<file path="src/hw/rtl/vgvq_pkg.sv">
`default_nettype none
package vgvq_pkg;

  localparam int CFG_W   = 7;
  localparam int INV_W   = 20;
  localparam int SIZE_W  = 11;
  localparam int COORD_W = 10;
  localparam int LAG_W   = 21;
  localparam int IDX_W   = 18;
  localparam int VEL_W   = 22;
  localparam int CELL_W  = 3 * VEL_W;
  localparam int OUT_W   = 32;
  localparam int MAG_W   = 22;
  localparam int DATA_W  = 32;
  localparam int ADDR_W  = 4;

  // stencil read order: center, then low and high neighbor along x, y, z
  localparam logic [2:0] NB_CTR   = 3'd0;
  localparam logic [2:0] NB_XM    = 3'd1;
  localparam logic [2:0] NB_XP    = 3'd2;
  localparam logic [2:0] NB_YM    = 3'd3;
  localparam logic [2:0] NB_YP    = 3'd4;
  localparam logic [2:0] NB_ZM    = 3'd5;
  localparam logic [2:0] NB_ZP    = 3'd6;
  localparam logic [2:0] NB_COUNT = 3'd7;

  // multiplier schedule
  localparam logic [4:0] ST_GRAD0 = 5'd0;
  localparam logic [4:0] ST_Q0    = 5'd9;
  localparam logic [4:0] ST_QNEG0 = 5'd12;
  localparam logic [4:0] ST_VEL0  = 5'd15;
  localparam logic [4:0] ST_VORT0 = 5'd18;
  localparam logic [4:0] ST_LAST  = 5'd20;

  typedef enum logic [1:0] {
    REG_SIZE_X     = 2'd0,
    REG_SIZE_Y     = 2'd1,
    REG_SIZE_Z     = 2'd2,
    REG_INV_TWO_DX = 2'd3
  } reg_idx_t;

  typedef enum logic [2:0] {
    B_IDLE,
    B_READ,
    B_MUL,
    B_SQ_VEL,
    B_SQ_VORT,
    B_DONE
  } back_state_t;

  typedef struct packed {
    logic [IDX_W-1:0]   cell_index;
    logic [COORD_W-1:0] x;
    logic [COORD_W-1:0] y;
    logic [1:0]         zs;
    logic [2:0]         lo_face;
    logic [2:0]         hi_face;
    logic               two_d;
    logic               last;
  } job_t;

  function automatic logic signed [OUT_W-1:0] sat32_f(input logic signed [63:0] v);
    if (v > 64'sd2147483647) begin
      return 32'sh7FFFFFFF;
    end else if (v < -64'sd2147483648) begin
      return 32'sh80000000;
    end else begin
      return v[OUT_W-1:0];
    end
  endfunction

endpackage
`default_nettype wire

</file>
<file path="src/hw/rtl/vgvq_fifo.sv">
`default_nettype none
module vgvq_fifo (
  input  wire                clk,
  input  wire                rst_n,
  input  wire                push,
  input  vgvq_pkg::job_t     push_job,
  input  wire                pop,
  output vgvq_pkg::job_t     head,
  output logic               full,
  output logic               empty
);
  import vgvq_pkg::*;

  job_t       ent_r [2];
  logic       wp_r, wp_nxt;
  logic       rp_r, rp_nxt;
  logic [1:0] cnt_r, cnt_nxt;

  assign head  = ent_r[rp_r];
  assign full  = (cnt_r == 2'd2);
  assign empty = (cnt_r == 2'd0);

  always_comb begin
    wp_nxt  = wp_r;
    rp_nxt  = rp_r;
    cnt_nxt = cnt_r;
    if (push) begin
      wp_nxt = ~wp_r;
    end
    if (pop) begin
      rp_nxt = ~rp_r;
    end
    if (push && !pop) begin
      cnt_nxt = cnt_r + 2'd1;
    end else if (pop && !push) begin
      cnt_nxt = cnt_r - 2'd1;
    end
  end

  always_ff @(posedge clk) begin
    if (!rst_n) begin
      wp_r  <= 1'b0;
      rp_r  <= 1'b0;
      cnt_r <= 2'd0;
    end else begin
      wp_r  <= wp_nxt;
      rp_r  <= rp_nxt;
      cnt_r <= cnt_nxt;
    end
  end

  always_ff @(posedge clk) begin
    if (push) begin
      ent_r[wp_r] <= push_job;
    end
  end

endmodule
`default_nettype wire

</file>
<file path="config.mk">
export PLATFORM = sky130hd
export DESIGN_NAME = vgvq_fifo
export DESIGN_NICKNAME = d
export VERILOG_FILES = /design/src/hw/rtl/vgvq_pkg.sv /design/src/hw/rtl/vgvq_fifo.sv
export SDC_FILE = /design/constraint.sdc
export NUM_CORES = 1
export LEC_CHECK = 0
export ABC_CLOCK_PERIOD_IN_PS = 4700
export BUFFER_PORTS_ARGS = -buffer_cell sky130_fd_sc_hd__clkbuf_2
export CAP_MARGIN = 30
export CORE_ASPECT_RATIO = 0.5
export CORE_MARGIN = 2
export CORE_UTILIZATION = 51
export DETAILED_ROUTE_END_ITERATION = 8
export PLACE_DENSITY = 0.86
export SKIP_LAST_GASP = 1
export SYNTH_ARGS = -nofsm -noshare
export SYNTH_HDL_FRONTEND = slang
export SYNTH_SLANG_ARGS = --single-unit
</file>
<file path="constraint.sdc">
create_clock -name clk -period 4.7 [get_ports clk]
set_input_delay 0.94 -clock clk [delete_from_list [all_inputs] [get_ports clk]]
set_output_delay 0.94 -clock clk [all_outputs]
set_load 0.02 [all_outputs]
</file>
After elaboration in Yosys (flattened, before gate mapping). Memories as Yosys holds them, arrays and structs flattened. A register that Yosys moved wholly into a read port is not among the register bits. Index checks and enable logic that the tools add are counted. Widths: inputs -> output; s select.

Magnitude comparators: 0. Muxes and demuxes: 6. Reductions and logical operators: 6. Shift operators: 0. $add $sub $neg: 2. Bitwise logic cells: 2. Equal/unequal tests: 1. $mul: 0. Divide/modulo/power cells: 0.

Operators with widths (count): $mux 1 (4); $mux 2 (2); $add 2x1->2 const B (1); $eq 2x2->1 const B (1); $logic_and 1x1->1 (2); $logic_not 1->1 (2); $logic_not 2->1 (1); $not 1->1 (2); $reduce_bool 2->1 (1); $sub 2x1->2 const B (1).

Input port bits: 52. Output and inout bits: 50. Latch bits: 0. Memory bits (writable): 96. Bits in read-only memories: 0. Word-level logic and storage cells: 21. Bits in registers: 4. Memories: 1.

Memory list: ent_r (words 2, bits a word 48, read ports 1, clocked after memory_dff 1, wr ports 1, RTL line vgvq_fifo.sv:14) `job_t ent_r [2];`.

Logic depth before layout (Yosys ltp).
Depth in word-level cells: 4. Depth in mapped cells: 5. Mapped depth without buffers: 5.

Worst setup path after synthesis. No wires, ideal clock.

Path type: in2reg. Start: in push. End: mem ent_r[0][0] in the netlist's numbering, enable pin. Slack: 1.138 ns. Cell stages on the path: 1. Data arrival time: 3.102 ns. Path buffers: 0. Required time: 4.240 ns. Library setup time: 0.460 ns. Cells stage by stage: nor2b_1.

Cells in the longest elaborated chain, start to end: 2.

Ends and longest elaborated chain: start, declared (RTL line vgvq_fifo.sv:5) `input wire push,`; $mux 1 (RTL line vgvq_fifo.sv:53) `if (push) begin`; $mux 1 (implied by the code) (RTL line vgvq_fifo.sv:54) `ent_r[wp_r] <= push_job;`; end, declared (RTL line vgvq_fifo.sv:14).

Every way passes these cells.

==> results.cfg <==
[global_route]
use_met2_pct = 31.0
use_met3_pct = 4.55
track_usage_pct = 16.5
antenna_found_initial = 0
grt_pass1_wl_mm = 9.65
grt_pass1_vias = 2033
grt_max_degree = 31
grt_use_met1_pct = 18.1
globalRouteOverflowTotal = 0
busiest_layer = met2

[clock_network]
cts.repair.resized = 0
cts_buffer_depth = 2
cts_buffers = 9
postCtsSetupRepairBufs = 0
clock_sinks = 101
clk_pin_slew_ns = 0.06
cts_max_level = 3
root_buffer = clkbuf_16
cts-hold-fix-buffers = 0
clock_latency_ns = 0.33
cts_tree = built

[logic_synthesis]
yosysWarnings = 0
synth-seq-cells = 101
synth_top_family_by_area = multiplexers
synthMuxAreaShare_pct = 14.7
synth_largest_area_cell = edfxtp_1
synth-compound-area-share_pct = 0.544
synthAdderAreaFrac_pct = 0.340
syn_avg_cell_area_um2 = 21.5
yosysSeqAreaShare_pct = 81.0
syn_area_um2 = 3680
synth_xor_area_share_pct = 0.714
mappedNetlistNets = 224
syn_inst = 171
synthDistinctLibCells = 18
synthSimpleGateAreaFrac_pct = 1.53
yosysTopAreaCellShare_pct = 78.3
ys_top_cells_by_area = edfxtp_1 78%, mux2_2 15%, dfxtp_1 2.7%

[die]
dieHeight_um = 64.1
die_area_um2 = 7960
row_count = 21
ioPinCount = 102
fp.dieW_um = 124
start_util_pct = 53.9
core_area_um2 = 6830

[timing]
setup_slack_ns = 2.00
worst_pin_slew_ns = 0.708
rsz0062_at_grt = false
min_period_over_period_pct = 57.5
period_minus_slack_ns = 2.70
finalHoldViolCount = 0
fin_tns_setup_ns = 0
finClkSkew_ns = 0.00392
drv_slew = 0
fmax_mhz = 370
maxSlewHeadroom_pct = 52.7
setup_viol_count_final = 0

[detailed_routing]
wl_mm = 6.22
drc_errors = 0
via_per_inst = 4.96
ant_nets = 0
dr_total_vias = 1875
drtPass1Iterations = 4
first_iter_violations = 86
post_drt_wl_per_cell_um = 16.4

[setup_path]
crit_type = reg2out
reg2reg_depth = 2
cp_max_fo = 30
cp.required_ns = 3.76
crit_path_start_kind = register
reg2reg_slack_ns = 2.97
r2r_end = ent_r[0][14]$_DFFE_PP_
r2r-start = wp_r$_SDFFE_PN0P_
cp-end-kind = output port
cp_data_arrival_time_ns = 1.76

[worst_hold_path]
hold_depth = 2
min_delay_worst_endpoint = cnt_r[1]$_SDFFE_PN0P_
hp-class = reg2reg
holdCritStartpoint = cnt_r[1]$_SDFFE_PN0P_

[status]
status = completed

[run]
drv_cap = 0

[finish]
num_antenna_cells = 0
fin_nets = 334
area_delta_synth_final_pct = 24.8
drive_above_1_share_pct = 59.8

[pwr]
p_leak_nw = 1.76
ir_drop_mv = 0.222
powerDensity_nw_per_um2 = 427

[placed_design]
place_hpwl_mm = 4.37
globalplace.congestion = 0.708
dpl_worst_slack_ns = 2.16
io_buffers = 101
## cells in the mapped netlist (all sizes together)
master / number
edfxtp: 96
o21ai: 1
nor2b: 2
dfxtp: 5
o21a: 1
nor2: 1
and2b: 1
xor2: 2
xnor2: 1
or3: 1
and2: 4
mux2: 48
ha: 1
a21boi: 1
inv: 1
buf: 5
## cell type report
type                            instances  area (um^2)
Inverter                                1         3.75
Fill cell                             476         2230
Timing Repair Buffer                  104          553
Tap cell                               92          115
Clock inverter                          7         51.3
Clock buffer                            9          225
Multi-Input combinational cell         64          664
Sequential cell                       101         2980
## logic make-up (layout without fill, tap and decap cells)
family,count (synthesis),count (layout)
simple gates,9,9
buf+inv,6,121
compound gates,3,3
xor+xnor,3,3
flops,101,101
mux,48,48
fa+ha+maj,1,1
## state kept, by name, summed over array words and instances (netlist names), named ones only
signal / cells
wp_r: 1
cnt_r: 2
ent_r: 96
rp_r: 1
## cell usage in the layout, fill, tap and decap left out, drive strengths merged
| master | n |
|---|---|
| mux2 | 48 |
| xor2 | 2 |
| inv | 2 |
| ha | 1 |
| xnor2 | 1 |
| dfxtp | 5 |
| clkinvlp | 1 |
| o21a | 1 |
| nor2b | 2 |
| o21ai | 1 |
| buf | 3 |
| edfxtp | 96 |
| clkinv | 5 |
| clkbuf | 110 |
| and2b | 1 |
| and2 | 4 |
| nor2 | 1 |
| or3 | 1 |
| a21boi | 1 |
## metal layers
metal	vias to the layer above	routed length, um
met5	-	0
met4	0	25
met3	4	207
met2	38	3520
met1	947	2470
li1	886	-
## where the power goes
| part | internal [W] | switching (W) | leakage, nW |
|---|---|---|---|
| Combinational | 0.000101 | 0.000134 | 0.684 |
| Sequential | 0.00104 | 0.0000192 | 0.943 |
| Clock | 0.000360 | 0.000309 | 0.133 |
| Total | 0.00150 | 0.000462 | 1.76 |
## how the worst max path moves through the flow
| stage | start | to | depth (start not counted) |
|---|---|---|---|
| global placement | register | head[29] | 2 |
| finish | register | head[29] | 3 |
| detailed placement | push | ent_r[0][23]$_DFFE_PP_ | 3 |
| floorplan | push | ent_r[0][0]$_DFFE_PP_ | 1 |
| global route | register | head[40] | 3 |
| CTS | register | head[40] | 3 |
## worst max-delay path, stage by stage (launching register included)
cell      delay (ns)
dfxtp_2         0.62
buf_12          0.26
mux2_2          0.37
clkbuf_2        0.16
## stage by stage
stage / hold WS (ns) / total power (W) / area, um^2 / cells / utilization (%)
2_1_floorplan: 0.466 / 0.00123 / 3680 / 171 / -
3_3_place_gp: 0.473 / 0.00130 / 4280 / 360 / 62.7
3_5_place_dp: 0.551 / 0.00131 / 4320 / 362 / 63.2
4_1_cts: 0.557 / 0.00198 / 4600 / 378 / 67.3
5_1_grt: 0.587 / 0.00203 / 4600 / 378 / 67.3
6_report: 0.549 / 0.00196 / 4600 / 378 / 67.3
Note: power is estimated with default switching activity, not from simulation.
