`config.mk`:
```
export PLATFORM = sky130hd
export DESIGN_NAME = vgvq_front
export DESIGN_NICKNAME = d
export VERILOG_FILES = /design/src/hw/rtl/vgvq_pkg.sv /design/src/hw/rtl/vgvq_front.sv
export SDC_FILE = /design/constraint.sdc
export NUM_CORES = 1
export LEC_CHECK = 0
export ABC_AREA = 1
export BUFFER_PORTS_ARGS = -buffer_cell sky130_fd_sc_hd__buf_2
export CORE_ASPECT_RATIO = 2
export CORE_MARGIN = 4
export CORE_UTILIZATION = 60
export CTS_CLUSTER_SIZE = 20
export DETAILED_ROUTE_END_ITERATION = 7
export PLACE_DENSITY = 0.93
export SYNTH_ARGS = -nofsm -noshare
export SYNTH_HDL_FRONTEND = slang
export SYNTH_SLANG_ARGS = --single-unit
```
`constraint.sdc`:
```
create_clock -name clk -period 8.4 [get_ports clk]
set_clock_uncertainty 0.1 [all_clocks]
set_input_delay 0.42 -clock clk [delete_from_list [all_inputs] [get_ports clk]]
set_output_delay 0.42 -clock clk [all_outputs]
set_load 0.02 [all_outputs]
```
`src/hw/rtl/vgvq_pkg.sv`:
```
`default_nettype none
package vgvq_pkg;

  localparam int CFG_W   = 7;
  localparam int INV_W   = 20;
  localparam int SIZE_W  = 11;
  localparam int COORD_W = 10;
  localparam int LAG_W   = 21;
  localparam int IDX_W   = 18;
  localparam int VEL_W   = 22;
  localparam int CELL_W  = 3 * VEL_W;
  localparam int OUT_W   = 32;
  localparam int MAG_W   = 22;
  localparam int DATA_W  = 32;
  localparam int ADDR_W  = 4;

  // stencil read order: center, then low and high neighbor along x, y, z
  localparam logic [2:0] NB_CTR   = 3'd0;
  localparam logic [2:0] NB_XM    = 3'd1;
  localparam logic [2:0] NB_XP    = 3'd2;
  localparam logic [2:0] NB_YM    = 3'd3;
  localparam logic [2:0] NB_YP    = 3'd4;
  localparam logic [2:0] NB_ZM    = 3'd5;
  localparam logic [2:0] NB_ZP    = 3'd6;
  localparam logic [2:0] NB_COUNT = 3'd7;

  // multiplier schedule
  localparam logic [4:0] ST_GRAD0 = 5'd0;
  localparam logic [4:0] ST_Q0    = 5'd9;
  localparam logic [4:0] ST_QNEG0 = 5'd12;
  localparam logic [4:0] ST_VEL0  = 5'd15;
  localparam logic [4:0] ST_VORT0 = 5'd18;
  localparam logic [4:0] ST_LAST  = 5'd20;

  typedef enum logic [1:0] {
    REG_SIZE_X     = 2'd0,
    REG_SIZE_Y     = 2'd1,
    REG_SIZE_Z     = 2'd2,
    REG_INV_TWO_DX = 2'd3
  } reg_idx_t;

  typedef enum logic [2:0] {
    B_IDLE,
    B_READ,
    B_MUL,
    B_SQ_VEL,
    B_SQ_VORT,
    B_DONE
  } back_state_t;

  typedef struct packed {
    logic [IDX_W-1:0]   cell_index;
    logic [COORD_W-1:0] x;
    logic [COORD_W-1:0] y;
    logic [1:0]         zs;
    logic [2:0]         lo_face;
    logic [2:0]         hi_face;
    logic               two_d;
    logic               last;
  } job_t;

  function automatic logic signed [OUT_W-1:0] sat32_f(input logic signed [63:0] v);
    if (v > 64'sd2147483647) begin
      return 32'sh7FFFFFFF;
    end else if (v < -64'sd2147483648) begin
      return 32'sh80000000;
    end else begin
      return v[OUT_W-1:0];
    end
  endfunction

endpackage
`default_nettype wire

```
`src/hw/rtl/vgvq_front.sv`:
```
`default_nettype none
module vgvq_front #(
  parameter int MAX_X  = 64,
  parameter int MAX_Y  = 64,
  parameter int MEM_AW = 14
) (
  input  wire                          clk,
  input  wire                          rst_n,
  input  wire                          restart,
  input  wire  [vgvq_pkg::SIZE_W-1:0]  sx,
  input  wire  [vgvq_pkg::SIZE_W-1:0]  sy,
  input  wire  [vgvq_pkg::SIZE_W-1:0]  sz,
  input  wire  [vgvq_pkg::LAG_W-1:0]   lag,
  input  wire                          in_valid,
  output logic                         in_ready,
  input  wire                          in_kind,
  input  wire  [vgvq_pkg::VEL_W-1:0]   in_vel_x,
  input  wire  [vgvq_pkg::VEL_W-1:0]   in_vel_y,
  input  wire  [vgvq_pkg::VEL_W-1:0]   in_vel_z,
  output logic                         wr_en,
  output logic [MEM_AW-1:0]            wr_addr,
  output logic [vgvq_pkg::CELL_W-1:0]  wr_data,
  output logic                         push,
  output vgvq_pkg::job_t               push_job,
  input  wire                          q_full,
  input  wire                          q_empty,
  input  wire                          back_idle
);
  import vgvq_pkg::*;

  localparam int PLANE = MAX_X * MAX_Y;

  logic [COORD_W-1:0] ix_r, ix_nxt, iy_r, iy_nxt, iz_r, iz_nxt;
  logic [1:0]         izs_r, izs_nxt;
  logic [COORD_W-1:0] ox_r, ox_nxt, oy_r, oy_nxt, oz_r, oz_nxt;
  logic [1:0]         ozs_r, ozs_nxt;
  logic [IDX_W-1:0]   cur_r, cur_nxt;
  logic [LAG_W-1:0]   ahead_r, ahead_nxt;
  logic               done_r, done_nxt;
  logic               hold_r, hold_nxt;

  logic               accept, is_cell, is_drain;
  logic               iwx, iwy, iwz, owx, owy, owz;
  logic [LAG_W-1:0]   ahead_inc;

  assign in_ready = !q_full && !hold_r;
  assign accept   = in_valid && in_ready;
  assign is_cell  = accept && !in_kind && !done_r;
  assign is_drain = accept && in_kind && done_r;

  assign iwx = (SIZE_W'(ix_r) == sx - SIZE_W'(1));
  assign iwy = (SIZE_W'(iy_r) == sy - SIZE_W'(1));
  assign iwz = (SIZE_W'(iz_r) == sz - SIZE_W'(1));
  assign owx = (SIZE_W'(ox_r) == sx - SIZE_W'(1));
  assign owy = (SIZE_W'(oy_r) == sy - SIZE_W'(1));
  assign owz = (SIZE_W'(oz_r) == sz - SIZE_W'(1));

  assign ahead_inc = ahead_r + LAG_W'(1);

  assign wr_en   = is_cell;
  assign wr_addr = MEM_AW'(int'(izs_r) * PLANE + int'(iy_r) * MAX_X + int'(ix_r));
  assign wr_data = {in_vel_z, in_vel_y, in_vel_x};

  assign push = (is_cell && (ahead_inc > lag)) || is_drain;

  always_comb begin
    push_job.cell_index = cur_r;
    push_job.x          = ox_r;
    push_job.y          = oy_r;
    push_job.zs         = ozs_r;
    push_job.lo_face    = {oz_r == '0, oy_r == '0, ox_r == '0};
    push_job.hi_face    = {owz, owy, owx};
    push_job.two_d      = (sz == SIZE_W'(1));
    push_job.last       = owx && owy && owz;
  end

  always_comb begin
    ix_nxt    = ix_r;
    iy_nxt    = iy_r;
    iz_nxt    = iz_r;
    izs_nxt   = izs_r;
    ox_nxt    = ox_r;
    oy_nxt    = oy_r;
    oz_nxt    = oz_r;
    ozs_nxt   = ozs_r;
    cur_nxt   = cur_r;
    ahead_nxt = ahead_r;
    done_nxt  = done_r;
    hold_nxt  = hold_r;

    // the last few results may still read the final planes: new cells wait
    if (hold_r && q_empty && back_idle) begin
      hold_nxt = 1'b0;
    end

    if (is_cell) begin
      ix_nxt = ix_r + COORD_W'(1);
      if (iwx) begin
        ix_nxt = '0;
        iy_nxt = iy_r + COORD_W'(1);
        if (iwy) begin
          iy_nxt  = '0;
          iz_nxt  = iz_r + COORD_W'(1);
          izs_nxt = (izs_r == 2'd2) ? 2'd0 : izs_r + 2'd1;
          if (iwz) begin
            iz_nxt   = '0;
            izs_nxt  = 2'd0;
            done_nxt = 1'b1;
          end
        end
      end
      if (!push) begin
        ahead_nxt = ahead_inc;
      end
    end else if (is_drain) begin
      ahead_nxt = ahead_r - LAG_W'(1);
    end

    if (push) begin
      cur_nxt = cur_r + IDX_W'(1);
      ox_nxt  = ox_r + COORD_W'(1);
      if (owx) begin
        ox_nxt = '0;
        oy_nxt = oy_r + COORD_W'(1);
        if (owy) begin
          oy_nxt  = '0;
          oz_nxt  = oz_r + COORD_W'(1);
          ozs_nxt = (ozs_r == 2'd2) ? 2'd0 : ozs_r + 2'd1;
        end
      end
    end

    if ((is_drain && push_job.last) || restart) begin
      ix_nxt    = '0;
      iy_nxt    = '0;
      iz_nxt    = '0;
      izs_nxt   = 2'd0;
      ox_nxt    = '0;
      oy_nxt    = '0;
      oz_nxt    = '0;
      ozs_nxt   = 2'd0;
      cur_nxt   = '0;
      ahead_nxt = '0;
      done_nxt  = 1'b0;
      hold_nxt  = !restart;
    end
  end

  always_ff @(posedge clk) begin
    if (!rst_n) begin
      ix_r    <= '0;
      iy_r    <= '0;
      iz_r    <= '0;
      izs_r   <= 2'd0;
      ox_r    <= '0;
      oy_r    <= '0;
      oz_r    <= '0;
      ozs_r   <= 2'd0;
      cur_r   <= '0;
      ahead_r <= '0;
      done_r  <= 1'b0;
      hold_r  <= 1'b0;
    end else begin
      ix_r    <= ix_nxt;
      iy_r    <= iy_nxt;
      iz_r    <= iz_nxt;
      izs_r   <= izs_nxt;
      ox_r    <= ox_nxt;
      oy_r    <= oy_nxt;
      oz_r    <= oz_nxt;
      ozs_r   <= ozs_nxt;
      cur_r   <= cur_nxt;
      ahead_r <= ahead_nxt;
      done_r  <= done_nxt;
      hold_r  <= hold_nxt;
    end
  end

endmodule
`default_nettype wire

```
Word level (Yosys, flattened, before mapping)

Index checks and enable logic that the tools add are counted.

Output and inout bits: 131
Word-level logic and storage cells: 84
Flip-flop bits (word level): 105
Input bits: 128

Equality and inequality tests: 10
Reduce and logical (&&, ||, !) cells: 31
Add/subtract/negate cells: 16
Multiplexer cells: 13
Bitwise gates (word level): 1
Order comparisons: 1

Operator list:

| kind                                                                   | count |
|---|---|
| 10-bit by 11-bit equality test with 1-bit output                       | 6 |
| 21-bit two-way mux                                                     | 3 |
| 10-bit by 1-bit adder with 10-bit output, second input constant        | 6 |
| 10-bit two-way mux                                                     | 5 |
| 11-bit by 1-bit subtractor with 11-bit output, second input constant   | 3 |
| 10-bit logical NOT                                                     | 3 |
| 21-bit by 1-bit adder with 21-bit output, second input constant        | 1 |
| 21-bit greater-than comparator                                         | 1 |
| 21-bit by 1-bit subtractor with 21-bit output, second input constant   | 1 |
| 18-bit by 1-bit adder with 18-bit output, second input constant        | 1 |
| 14-bit by 10-bit adder with 14-bit output                              | 1 |
| 14-bit adder                                                           | 1 |
| 1-bit logical AND                                                      | 12 |
| 11-bit by 1-bit equality test with 1-bit output, second input constant | 1 |
| 2-bit two-way mux                                                      | 3 |
| 2-bit AND reduction                                                    | 3 |
| 3-bit AND reduction                                                    | 2 |
| 1-bit logical NOT                                                      | 5 |
| 2-bit by 1-bit adder with 2-bit output, second input constant          | 2 |
| 2-bit equality test, second input constant                             | 2 |
| 4-bit AND reduction                                                    | 1 |
| 2-bit nonzero test                                                     | 2 |
| 1-bit logical OR                                                       | 2 |
| 1-bit two-way mux                                                      | 2 |
| other kinds (3)                                                        | 3 |

Depth between registers and ports, before layout

Depth in word-level cells: 9
Gate-level depth with buffers: 25
Mapped depth without buffers: 23

Worst setup path before layout

OpenSTA, ideal clock, no wires.

Path kind: register to output
Start point: register ahead_r[0]
End point: output push
Data arrival time: 2.831 ns
Cell stages (with the launch flop): 18
Required time: 7.880 ns
Path buffers: 1
Setup slack: 5.049 ns
Cells stage by stage: dfxtp_1 -> ha_1 -> nand2_1 -> inv_1 -> nand3_1 -> nor4_1 -> xor2_1 -> inv_1 -> ha_1 -> nand2_1 -> nor2_1 -> nand4_1 -> nor2_1 -> nand2_1 -> nand3_1 -> nand2_1 -> nand2_1 -> clkbuf_1

Longest elaborated chain between the ends: 4

RTL lines:

| what                                     | line              | RTL |
|---|---|---|
| start: declaration                       | vgvq_front.sv:38  | `logic [LAG_W-1:0] ahead_r, ahead_nxt;` |
| start signal: assignment                 | vgvq_front.sv:173 | `ahead_r <= ahead_nxt;` |
| 21-bit by 1-bit adder with 21-bit output | vgvq_front.sv:58  | `assign ahead_inc = ahead_r + LAG_W'(1);` |
| 21-bit greater-than comparator           | vgvq_front.sv:64  | `assign push = (is_cell && (ahead_inc > lag)) \|\| is_drain;` |
| 1-bit logical AND                        | vgvq_front.sv:64  |  |
| 1-bit logical OR                         | vgvq_front.sv:64  |  |
| end: declaration                         | vgvq_front.sv:23  | `output logic push,` |

No other way between the ends.

Worst setup path after layout

Start point: register ahead_r[0]
End point: register ahead_r[3]

Longest elaborated chain between the ends: 6
Elaborated cells on any way between the ends: 10
Those cells by class: add/sub (2); order compare (1); eq/ne (1); mux (3); reduce/logical (3)

RTL lines:

| what                                     | line |
|---|---|
| 21-bit by 1-bit adder with 21-bit output | vgvq_front.sv:58 |
| 21-bit greater-than comparator           | vgvq_front.sv:64 |
| 1-bit logical AND                        | vgvq_front.sv:64 |
| 1-bit logical OR                         | vgvq_front.sv:64 |
| 2-bit inequality test (no line)          | n/a |
| 2-bit AND reduction (no line)            | n/a |

Several ways; a longest one is shown, not always the timed one. The select of a mux whose other input is x is not followed.
A chain may end at the register's enable or synchronous reset.

==> impl_summary.txt <==
----------------------------------------------------
[Die]
  Full die area ... 20100 um2
  Initial core utilization ... 61.3%
  Core area ... 17400 um2
  Top-level port count ... 259
  Width of the die ... 102 um
  Rows ... between 60 and 70
  Floorplan die height ... 196 um

[Worst setup path]
  Setup Crit Path Kind ... flop to flop
  Endpoint kind of the worst setup timing path ... flop
  Critical Path Fanout Max ... 39
  Worst-path cell chain ... ha_1 -> nand2_1 -> inv_1 -> nand3_1 -> inv_1 -> nand3_1 -> nor3_1 -> nand2_1 -> and2_1 -> ha_1 -> nand2_1 -> inv_1 -> o21ai_0 -> a21oi_1 -> nor2_1 -> nand3_1 -> nand2_1 -> nand2_1 -> nand2_1 -> o21ai_0 -> o21ai_0 -> inv_1 -> nor2_1
  Total buffers and inverters traversed by the critical path ... 4
  Largest delay share family, worst path ... simple AND/OR/NAND/NOR gates
  Critical Path Source Type ... flop
  Arrival time at the worst endpoint ... 4.75 ns
  Cell seen most often among critical-path stages ... sky130_fd_sc_hd__nand2_1
  Worst stage delay on the critical path ... between 0.8 and 0.9 ns
  Worst EP required ... between 8 and 9 ns
  Crit path max-delay cell type ... sky130_fd_sc_hd__nand2_1

[Synthesis]
  Synthesis-stage register bit count ... 105
  Share of flip-flops with an asynchronous set or reset after synthesis ... 0%
  Yosys cell types ... 41
  Most instantiated flip-flop cell in the synthesis netlist ... sky130_fd_sc_hd__dfxtp_1
  Mean post-synth cell area ... slightly below 6 um2
  Most instantiated library cell after synthesis ... sky130_fd_sc_hd__nand2_1
  Cell taking the most area after synthesis ... sky130_fd_sc_hd__dfxtp_1
  Synthesized instance count ... about 1800
  Synthesized netlist net count ... 2014
  Leading post-synthesis cells by cell area ... sky130_fd_sc_hd__dfxtp_1 20%, sky130_fd_sc_hd__nand2_1 16%, sky130_fd_sc_hd__nor2_1 10%
  Fraction of the yosys area taken by sequential cells ... 19.8%
  Number of synthesized flops with an enable pin ... 0
  Cell Area, Synth ... 10600 um2
  Area share of the largest cell type after synthesis ... 19.8%
  Number of warning messages in the yosys log ... 0
  Most frequent cells after synthesis ... 461 x sky130_fd_sc_hd__nand2_1, 283 x sky130_fd_sc_hd__nor2_1, 273 x sky130_fd_sc_hd__inv_1

[Placed design]
  Setup WS pre-CTS ... 3.97 ns
  Input/output buffers ... about 130
  Final estimated routing congestion in global placement ... approximately 1
  HPWL reported at the end of detailed placement ... 27000 um
  Number of cells after detailed placement ... between 2000 and 2500

[Timing]
  Setup WS post-layout ... 3.83 ns
  Max-slew violation total from the final report ... 0
  Fmax ... 0.219 GHz
  Post-route fraction of the period consumed by the critical path ... 54.4%
  Slew @ Worst Pin ... 1.16 ns
  Final-layout setup total negative slack ... 0 ns
  Number of endpoints with negative hold slack in the final report ... 0
  RSZ-0062 raised after global routing ... no
  Worst hold margin ... approximately 0.35 ns
  Final-report setup violation count ... 0
  Final Critical Period ... 4.57 ns
  Slew Limit Headroom ... 22.7%

[CTS]
  Clock Latency Late Sink ... 0.37 ns
  Post CTS Setup Buffer Count ... 0
  Clock tree from TritonCTS ... built
  CTS Sinks ... 105
  # resized after CTS ... 0
  Clock edge transition at the registers on the reported setup and hold paths ... 0.08 ns
  Deepest clock path buffer count ... 2
  Number of buffers added to fix hold violations after cts ... 0
  TritonCTS buffer count ... 9
  Master cell of the clock root buffer ... sky130_fd_sc_hd__clkbuf_16
  Deepest level of the CTS H-tree ... 3

[GRT]
  Antenna violations before repair ... 0
  Largest net degree at the start of global routing ... a little under 80
  Total global routing track utilization ... 33.5%
  Grt ovf ... 0
  Global-route wire length before repair ... 53300 um
  Vias in the first global route ... 11339

[Final layout]
  Filler cells ... 1700
  Register Area ... 2100 um2
  Antenna cells ... 0
  Post-layout nets ... 2037
  Post-Layout Cell Count ... 2081
  Fraction of layout cells with a size suffix above 1 ... 9.99%
  Multi-input logic area ... 6690 um2
  Syn-to-layout area delta ... 4.13%

[Drt]
  Number of detailed-route iterations in the first pass ... 7
  Mean routed wirelength per cell ... 16.2 um
  Via density per instance ... 5.65
  Total number of vias ... ~12000
  DRC Markers ... 0
  Count of nets left with antenna violations after detail routing ... 0
  Final Routed Wirelength ... 33700 um
  Number of DRC markers after the initial detailed-route iteration ... 668

[Pwr]
  Net switching power of the design ... 0.364 mW
  Sequential power share ... 44.2%
  Combinational cell fraction of total power ... 18.0%
  PD cells ... between 100 and 150 nW/um2
  Leakage dissipation ... 5.37 nW
  Sw frac ... between 30% and 40%
  Worst vdd rail ir drop ... 0.0848 mV
  Clock share of power ... roughly 38%
  Design Power ... 1.14 mW
  Internal ... 0.778 mW

[Job]
  Number of violations of the max-capacitance limit ... 0

[Status]
  Outcome ... finished, final reports clean

[Worst hold path]
  Worst min-delay path class ... primary input to flop

----------------------------------------------------
[layout make-up]
| cell class | instances | share of cell area [%] |
|---|---|---|
| tap | 210 | 2.37 |
| inverter | 286 | 9.69 |
| timing repair buffer | 131 | 6.03 |
| sequential | 105 | 19.0 |
| clock inverter | 6 | 0.542 |
| clock buffer | 10 | 2.07 |
| multi-input combinational | 1333 | 60.3 |
[logic make-up (layout without fill, tap and decap cells)]
| group | after synthesis | in the layout | share of synthesized area, % |
|---|---|---|---|
| buffers and inverters | 405 | 433 | 17.4 |
| and+or+nand+nor | 1078 | 1078 | 43.8 |
| xor gates and xnor gates | 93 | 93 | 7.92 |
| AOI/OAI and AO/OA | 119 | 119 | 5.97 |
| adders and majority gates | 43 | 43 | 5.13 |
| DFF | 105 | 105 | 19.8 |
[path summary, 6_finish.rpt]
check              from    endpoint  slack, ns  cells past startpoint
max          ahead_r[0]  ahead_r[3]       3.83                     23
min             q_empty      hold_r       0.35                      4
max reg2reg  ahead_r[0]  ahead_r[3]       3.83                     23
min reg2reg      hold_r      hold_r       0.40                      2
[stage by stage]
| step | utilization (%) | cell area (um2) |
|---|---|---|
| 2_1_floorplan | - | 10600 |
| 3_3_place_gp | 62.2 | 10800 |
| 3_5_place_dp | 62.2 | 10800 |
| 4_1_cts | 63.8 | 11100 |
| 5_1_grt | 63.8 | 11100 |
| 6_report | 63.8 | 11100 |
[metal layers]
layer  up-vias  track usage, %  share of wire (%)
met1      5281            30.3                 32
met5         -               0                  0
met3       204            5.81                5.8
met2       499            61.0                 52
met4         0            29.8                 10
li1       5770               -                  -
[worst register-to-register path, cell delays in order, from the launching register on]
cell                      delay [ns]
sky130_fd_sc_hd__dfxtp_1        0.46
sky130_fd_sc_hd__ha_1           0.26
sky130_fd_sc_hd__nand2_1        0.11
sky130_fd_sc_hd__inv_1          0.12
sky130_fd_sc_hd__nand3_1        0.14
sky130_fd_sc_hd__inv_1          0.08
sky130_fd_sc_hd__nand3_1        0.10
sky130_fd_sc_hd__nor3_1         0.32
sky130_fd_sc_hd__nand2_1        0.12
sky130_fd_sc_hd__and2_1         0.19
sky130_fd_sc_hd__ha_1           0.29
sky130_fd_sc_hd__nand2_1        0.07
sky130_fd_sc_hd__inv_1          0.03
sky130_fd_sc_hd__o21ai_0        0.15
sky130_fd_sc_hd__a21oi_1        0.10
sky130_fd_sc_hd__nor2_1         0.21
sky130_fd_sc_hd__nand3_1        0.11
sky130_fd_sc_hd__nand2_1        0.10
sky130_fd_sc_hd__nand2_1        0.09
sky130_fd_sc_hd__nand2_1        0.85
sky130_fd_sc_hd__o21ai_0        0.21
sky130_fd_sc_hd__o21ai_0        0.13
sky130_fd_sc_hd__inv_1          0.07
sky130_fd_sc_hd__nor2_1         0.08
[flip-flops by register name, indices dropped and copies added (netlist names)]
register  cells
oz_r         10
izs_r         2
ozs_r         2
ox_r         10
ix_r         10
done_r        1
cur_r        18
oy_r         10
hold_r        1
iy_r         10
ahead_r      21
iz_r         10
[cells in the final DEF (no fill, tap or decap), types with 12 or more instances in the layout]
| master | n |
|---|---|
| sky130_fd_sc_hd__a21oi_1 | 32 |
| sky130_fd_sc_hd__buf_2 | 126 |
| sky130_fd_sc_hd__dfxtp_1 | 105 |
| sky130_fd_sc_hd__ha_1 | 42 |
| sky130_fd_sc_hd__inv_1 | 273 |
| sky130_fd_sc_hd__nand2_1 | 460 |
| sky130_fd_sc_hd__nand3_1 | 185 |
| sky130_fd_sc_hd__nand4_1 | 52 |
| sky130_fd_sc_hd__nor2_1 | 283 |
| sky130_fd_sc_hd__nor2_2 | 12 |
| sky130_fd_sc_hd__nor3_1 | 38 |
| sky130_fd_sc_hd__nor4_1 | 18 |
| sky130_fd_sc_hd__o21ai_0 | 70 |
| sky130_fd_sc_hd__xor2_1 | 80 |
[power by group through the flow]
stage                     Clock (mW)  Sequential [mW]  Combinational (mW)
after floorplan                    0            0.513               0.188
after global placement             0            0.516               0.197
after detailed placement           0            0.516               0.201
after CTS                      0.434            0.504               0.203
after global routing           0.453            0.505               0.232
final                          0.432            0.505               0.206
(Power assumes the default switching activity.)
